===== src/hdl/kmct_pkg.sv =====
`timescale 1ns / 1ps

package kmct_pkg;

    localparam int NUM_KEYS    = 64;
    localparam int TAG_WIDTH   = 32;
    localparam int KEY_W       = (NUM_KEYS > 1) ? $clog2(NUM_KEYS) : 1;
    localparam int KEY_FIELD_W = 6;
    localparam int COST_W      = 32;
    localparam int TAG_FIELD_W = 32;
    localparam int LIMIT_W     = 8;
    // wide enough to compare a cell index against a threshold or a key field
    localparam int CMP_W       = KEY_W + LIMIT_W;

    localparam logic [1:0] ACT_INSERT = 2'd0;
    localparam logic [1:0] ACT_QUERY  = 2'd1;
    localparam logic [1:0] ACT_POP    = 2'd2;

    typedef logic [TAG_WIDTH-1:0] tag_t;

    // search word handed from cell to cell
    typedef struct packed {
        logic               active;
        logic               pop;
        logic [LIMIT_W-1:0] limit;
        logic               found;
        logic [KEY_W-1:0]   key;
        logic [COST_W-1:0]  cost;
        tag_t               tag;
    } tok_t;

    // insert broadcast
    typedef struct packed {
        logic                   en;
        logic [KEY_FIELD_W-1:0] key;
        logic [COST_W-1:0]      cost;
        tag_t                   tag;
    } wr_t;

    // pop clear broadcast
    typedef struct packed {
        logic             en;
        logic [KEY_W-1:0] key;
    } clr_t;

    function automatic tag_t tag_from_field(input logic [TAG_FIELD_W-1:0] v);
        logic [TAG_WIDTH+TAG_FIELD_W-1:0] w;
        w = {{TAG_WIDTH{1'b0}}, v};
        return w[TAG_WIDTH-1:0];
    endfunction

    function automatic logic [TAG_FIELD_W-1:0] tag_to_field(input tag_t t);
        logic [TAG_WIDTH+TAG_FIELD_W-1:0] w;
        w = {{TAG_FIELD_W{1'b0}}, t};
        return w[TAG_FIELD_W-1:0];
    endfunction

endpackage


===== src/hdl/kmct_cell.sv =====
`timescale 1ns / 1ps

module kmct_cell
    import kmct_pkg::*;
(
    input  logic             clk,
    input  logic             rst_n,
    input  logic [KEY_W-1:0] idx,
    input  wr_t              wr,
    input  clr_t             clr,
    input  tok_t             tok_in,
    output tok_t             tok_out
);

    logic              valid_reg;
    logic              valid_next;
    logic [COST_W-1:0] cost_reg;
    logic [COST_W-1:0] cost_next;
    tag_t              tag_reg;
    tag_t              tag_next;
    tok_t              tok_reg;
    tok_t              tok_next;

    logic [CMP_W-1:0]  idx_ext;
    logic [CMP_W-1:0]  lim_ext;
    logic [CMP_W-1:0]  wkey_ext;
    logic              wr_hit;
    logic              cand;

    assign idx_ext  = {{LIMIT_W{1'b0}}, idx};
    assign lim_ext  = {{KEY_W{1'b0}}, tok_in.limit};
    assign wkey_ext = {{(CMP_W-KEY_FIELD_W){1'b0}}, wr.key};

    // keep the stored entry on equal cost
    assign wr_hit = wr.en && (wkey_ext == idx_ext) && (!valid_reg || (wr.cost < cost_reg));

    // strict compare: earlier cells win ties
    assign cand = tok_in.active && valid_reg && (idx_ext <= lim_ext)
                  && (!tok_in.found || (cost_reg < tok_in.cost));

    always_comb
    begin
        valid_next = valid_reg;
        cost_next  = cost_reg;
        tag_next   = tag_reg;
        if (wr_hit)
        begin
            valid_next = 1'b1;
            cost_next  = wr.cost;
            tag_next   = wr.tag;
        end
        else if (clr.en && (clr.key == idx))
        begin
            valid_next = 1'b0;
        end
    end

    always_comb
    begin
        tok_next = tok_in;
        if (cand)
        begin
            tok_next.found = 1'b1;
            tok_next.key   = idx;
            tok_next.cost  = cost_reg;
            tok_next.tag   = tag_reg;
        end
    end

    always_ff @(posedge clk or negedge rst_n)
    begin
        if (!rst_n)
        begin
            valid_reg <= 1'b0;
            tok_reg   <= '0;
        end
        else
        begin
            valid_reg <= valid_next;
            tok_reg   <= tok_next;
        end
    end

    always_ff @(posedge clk)
    begin
        cost_reg <= cost_next;
        tag_reg  <= tag_next;
    end

    assign tok_out = tok_reg;

endmodule


===== config.mk =====
export PLATFORM = sky130hd
export DESIGN_NAME = kmct_cell
export DESIGN_NICKNAME = d
export VERILOG_FILES = /design/src/hdl/kmct_pkg.sv /design/src/hdl/kmct_cell.sv
export SDC_FILE = /design/constraint.sdc
export NUM_CORES = 1
export LEC_CHECK = 0
export BUFFER_PORTS_ARGS = -buffer_cell sky130_fd_sc_hd__buf_2
export CAP_MARGIN = 20
export CORE_MARGIN = 3
export CORE_UTILIZATION = 50
export CTS_CLUSTER_SIZE = 30
export DETAILED_ROUTE_END_ITERATION = 12
export PLACE_DENSITY = 0.93
export SYNTH_ARGS = -nofsm -noshare
export SYNTH_HDL_FRONTEND = slang
export SYNTH_SLANG_ARGS = --single-unit

===== constraint.sdc =====
create_clock -name clk -period 6.08 [get_ports clk]
set_input_delay 0.608 -clock clk [delete_from_list [all_inputs] [get_ports clk]]
set_output_delay 0.608 -clock clk [all_outputs]
set_load 0.005 [all_outputs]

# Yosys cells after proc, flatten, opt, wreduce, memory -nomap -nowiden

Index checks and enable logic that the tools add are counted.

Register bits after elaboration: 146
Input bits: 167
Output and inout bits: 81
Logic and storage cells: 29

Magnitude comparators: 3
Equal/unequal tests: 2
Mux-type cells: 3
Reductions and logical operators: 11

Operators with widths:

| operator                                       | count |
|---|---|
| 71-bit 2-to-1 mux                              | 1 |
| 32-bit less-than comparator                    | 2 |
| 6-bit == test                                  | 2 |
| 6-bit by 8-bit <= comparator with 1-bit output | 1 |
| 1-bit logical AND                              | 6 |
| 1-bit zero test                                | 2 |
| 1-bit logical OR                               | 2 |
| 1-bit 2-to-1 mux                               | 2 |
| 2-bit nonzero test                             | 1 |

# Logic depth before layout (Yosys ltp)

Depth after elaboration: 4
Gate-level depth with buffers: 9
Mapped depth without buffers: 8

# Least setup slack after synthesis

OpenSTA, ideal clock, no wires.

Path kind: in2reg
Start point: in wr[53] in the netlist's numbering
End point: reg cost_reg[0] (enable)
Setup time: 486 ps
Data arrival time: 4,433 ps
Data required time: 5,594 ps
Path slack: 1,161 ps
Stages on the path: 7
Path buffers: 0
Cells stage by stage: ha_1 > a21o_1 > a21o_1 > a21oi_1 > o21ai_0 > a221o_1 > nor2_1

Word-level cells in the longest chain between the ends: 3

Ends and longest elaborated chain:

| element                     | RTL line        | text |
|---|---|---|
| from (decl)                 | kmct_cell.sv:9  | `input wr_t wr,` |
| 32-bit less-than comparator | kmct_cell.sv:35 | `assign wr_hit = wr.en && (wkey_ext == idx_ext) && (!valid_reg \|\| (wr.cost < cost_reg));` |
| 1-bit logical OR            | kmct_cell.sv:35 |  |
| 1-bit logical AND           | kmct_cell.sv:35 |  |
| to (signal assigned)        | kmct_cell.sv:86 | `cost_reg <= cost_next;` |
| to (decl)                   | kmct_cell.sv:17 | `logic [COST_W-1:0] cost_reg;` |

No other way between the ends.
A chain may end at the register's enable or synchronous reset.

# Worst setup path in the final report

Start point: reg cost_reg[17]
End point: reg tag_reg[15] (enable)

Word-level cells in the longest chain between the ends: 3

Ends and longest elaborated chain:

| element                     | RTL line        | text |
|---|---|---|
| 32-bit less-than comparator | kmct_cell.sv:35 |  |
| 1-bit logical OR            | kmct_cell.sv:35 |  |
| 1-bit logical AND           | kmct_cell.sv:35 |  |
| to (signal assigned)        | kmct_cell.sv:87 | `tag_reg <= tag_next;` |
| to (decl)                   | kmct_cell.sv:19 | `tag_t tag_reg;` |

No other way between the ends.

==> metrics.md <==
| Metric | Value |
|---|---|
| Run status | `complete, no violations` |
| Met2 Resource Use GR | `41.4%` |
| Time the worst path needs with I/O delays and setup | `3.49 ns` |
| Crit Path Category | `reg2reg` |
| Per-cell routed wire length | `18.4 um` |
| DIE WIDTH | `121 um` |
| Via count of the first global-routing pass | `5,086` |
| CP arrival | `3.56 ns` |
| Peak supply drop | `0.181 mV` |
| First-pass GRT wire length | `26,200 um` |
| DRC Markers | `0` |
| DR vias/cell | `5.14` |
| Cell count after synthesis | `490` |
| Finish-stage setup viols | `0` |
| Number of vias after detailed routing | `4,829` |
| Number of distinct library cells after synthesis | `31` |
| # resized after CTS | `0` |
| Share of the cycle needed by the critical path after routing | `57.4%` |
| Setup_tns | `0 ns` |
| Cell at the slowest stage of the critical path | `nor2_4` |
| Adder-cell share of the synthesized area | `12.8%` |
| Static Leakage | `4.18 nW` |
| CTS clk-pin slew, worst paths | `0.06 ns` |
| Clock buffer count from CTS | `17` |
| Ordered cell list for the critical path | `inv_1 -> ha_1 -> a21oi_1 -> nor2_1 -> a211oi_1 -> o21ai_0 -> a221o_1 -> nor2_4 -> buf_4` |
| Maximum fanout along the worst path | `33` |
| Share of flip-flops with an asynchronous set or reset | `56.2%` |
| RSZ-0062 raised after global routing | `false` |
| EDFF count, synth | `64` |
| Power density relative to cell area | `286 nW/um2` |
| Area growth from synthesis to final layout | `30.6%` |
| CTS H-Tree Depth | `4` |
| Required time of the critical path | `6.14 ns` |
| Share of post-route cells with drive strength above 1 | `41.4%` |
| Transition time of the tightest slew-check pin | `1.03 ns` |
| Register area share after synthesis | `59.9%` |
| Leftover overflow at the end of global routing | `0` |
| Max incr delay on CP | `0.82 ns` |
| Number of optimization iterations in the first detailed-route pass | `4` |
| Crit path setup slack, layout | `2.59 ns` |
| Synthesized-area fraction occupied by and/or/nand/nor cells | `4.09%` |
| Kind of start point of the critical path | `flop` |
| Main combinational cell family by area after synthesis | `adder cells` |
| Highest achievable clock rate | `286 MHz` |
| Final-report hold violation count | `0` |
| Cell chosen for the clock root | `clkbuf_16` |
| Iteration-0 DRC count of the detailed router | `271` |
| Type of element capturing the critical path | `flop` |
| Post-detailed-placement half-perimeter wirelength | `13,000 um` |
| Fraction of the core area covered by cells at the end of the flow | `67.8%` |
| Setup slack after placement | `2.27 ns` |
| Met1 usage | `28.3%` |
| Cell row count | `41` |
| Area share of the leading cell type in the synthesized netlist | `30.9%` |
| Final cell count without fillers | `939` |
| Cell area after synthesis | `6640 um2` |
| Yosys reg bits | `146` |
| Antenna violations before repair | `2` |
| Synth Warn # | `0` |
| Multiplexer share of the synthesized area | `11.3%` |
| Buffers from clock root to sink, at most | `2` |
| Chip height | `121 um` |
| Pins Over Slew Limit | `0` |
| Total wire length | `17,300 um` |
| Final weighted congestion in routability-driven placement | `0.842` |
| Area fraction in compound gates after synthesis | `5.69%` |
| Mapped Nets | `725` |
| Met3 track demand over resource in global routing | `6.62%` |
| Synthesized area divided by synthesized cell count | `13.5 um2` |
| Global-route usage over all layers | `24.0%` |
| Quantity of hold-fixing buffers added after cts | `0` |
| Commonest register cell after synthesis | `dfrtp_1` |
| Hold Path Class | `in2async` |
| Maximum number of pins on one net before global-route repair | `60` |
| Initial core utilization | `52.0%` |
| Post-CTS setup repair buffer count | `0` |
| Number of sinks handled by clock tree synthesis | `146` |
| Area inside the core boundary | `12,800 um2` |
| Clock tree from TritonCTS | `built` |
| Slew headroom | `31.1%` |
| Clock latency of the later-clocked register in the worst-skew pair | `0.42 ns` |
| Largest clock skew in the final design | `0.0110 ns` |
| DIE AREA | `14,700 um2` |
| Port Buffers | `247` |
| Overall power consumption | `0.00248 W` |
| Cell type contributing the most total cell area after synthesis | `dfrtp_1` |
| Dominant cells by area after synthesis | `dfrtp_1 31%, edfxtp_1 29%, ha_1 13%, mux2_2 6.1%, mux2i_1 4.7%` |
| Synthesized-area fraction occupied by xor and xnor cells | `1.58%` |
| Busiest grt layer | `met2` |
| # IOs | `248` |
| Number of nets at the end of the flow | `988` |
| Antenna-violating nets left | `0` |
| Max reg flops | `81` |
| MaxCap Viol Count | `0` |
| Placed Cells incl. Taps | `906` |
## per-layer routing
metal,up-vias,wire [um]
met5,-,12
met4,2,412
met3,35,1410
met2,224,8860
met1,2307,6620
li1,2261,-
## synthesized netlist by cell type (2+ instances only)
library cell	count
a211oi_1	2
a21o_1	8
a21oi_1	30
a31oi_1	2
and3_1	2
buf_4	7
dfrtp_1	82
edfxtp_1	64
ha_1	68
inv_1	68
mux2_1	3
mux2_2	36
mux2i_1	31
nand2_1	19
nand2b_1	2
nand3_1	7
nand4_1	10
nor2_1	9
nor2b_1	2
nor3_1	2
nor4_1	2
o21ai_0	13
o21bai_1	2
o41ai_1	2
xnor2_1	6
xor2_1	6
## final timing paths
check / slack [ns] / end / depth (start not counted) / startpoint
worst max-delay path: 2.59 / tag_reg[15] / 9 / cost_reg[17]
worst min-delay path: 0.1 / tok_out[59] / 1 / rst_n
worst max register to register: 2.59 / tag_reg[15] / 9 / cost_reg[17]
worst min register to register: 0.47 / tok_out[1] / 1 / tag_reg[1]
max in group asynchronous: 4.90 / tok_out[11] / 2 / rst_n
min in group clk: 0.29 / tok_out[79] / 1 / tok_in[79]
## cells by family (layout without fill, tap and decap cells)
kind of cell,after synthesis,count (layout)
multiplexers,70,70
adder cells (fa/ha/maj),68,68
flip-flops,146,146
AND/OR/NAND/NOR,56,56
XOR/XNOR,12,12
buffers and inverters,75,351
AO/OA/AOI/OAI,63,63
other,0,1
## stage by stage
stage | hold WS [ns] | cell area [um2]
5_1_grt | 0.0899 | 8660
2_1_floorplan | 0.312 | 6640
4_1_cts | 0.0860 | 8660
3_3_place_gp | 0.441 | 8080
3_5_place_dp | 0.451 | 8080
6_report | 0.0969 | 8660
## where the power goes
part / switching, W / internal (W) / total, W
Clock: 0.000400 / 0.000622 / 0.00102
Combinational: 0.000168 / 0.000170 / 0.000338
Sequential: 0.0000217 / 0.00110 / 0.00112
Total: 0.000589 / 0.00189 / 0.00248
## cells in the final DEF (no fill, tap or decap), types with 7 or more instances in the layout
cell and instances:
nand4_1 10, dfrtp_1 82, inv_1 68, clkbuf_16 18
buf_2 246, mux2_2 36, nor2_1 8, mux2i_1 31
ha_1 68, nand2_1 19, edfxtp_1 64, a21oi_1 30
a21o_1 8, o21ai_0 13, nand3_1 7
## critical path: cells and delay by family, from the launching register on
family | cells | cell delay [ns]
DFF | 1 | 0.39
AOI/OAI and AO/OA | 4 | 0.97
buffers and inverters | 2 | 0.64
adders and majority gates | 1 | 0.25
and+or+nand+nor | 2 | 0.88
## layout make-up
type	count	area (um2)
clock inverters	7	72.6
clock buffers	25	507
fillers	885	4110
well taps	172	215
inverters	68	255
repair buffers	251	1270
flip-flops and latches	146	3970
diodes	1	2.50
multi-input cells	269	2370
No activity file was read; power rests on OpenSTA's default activity.
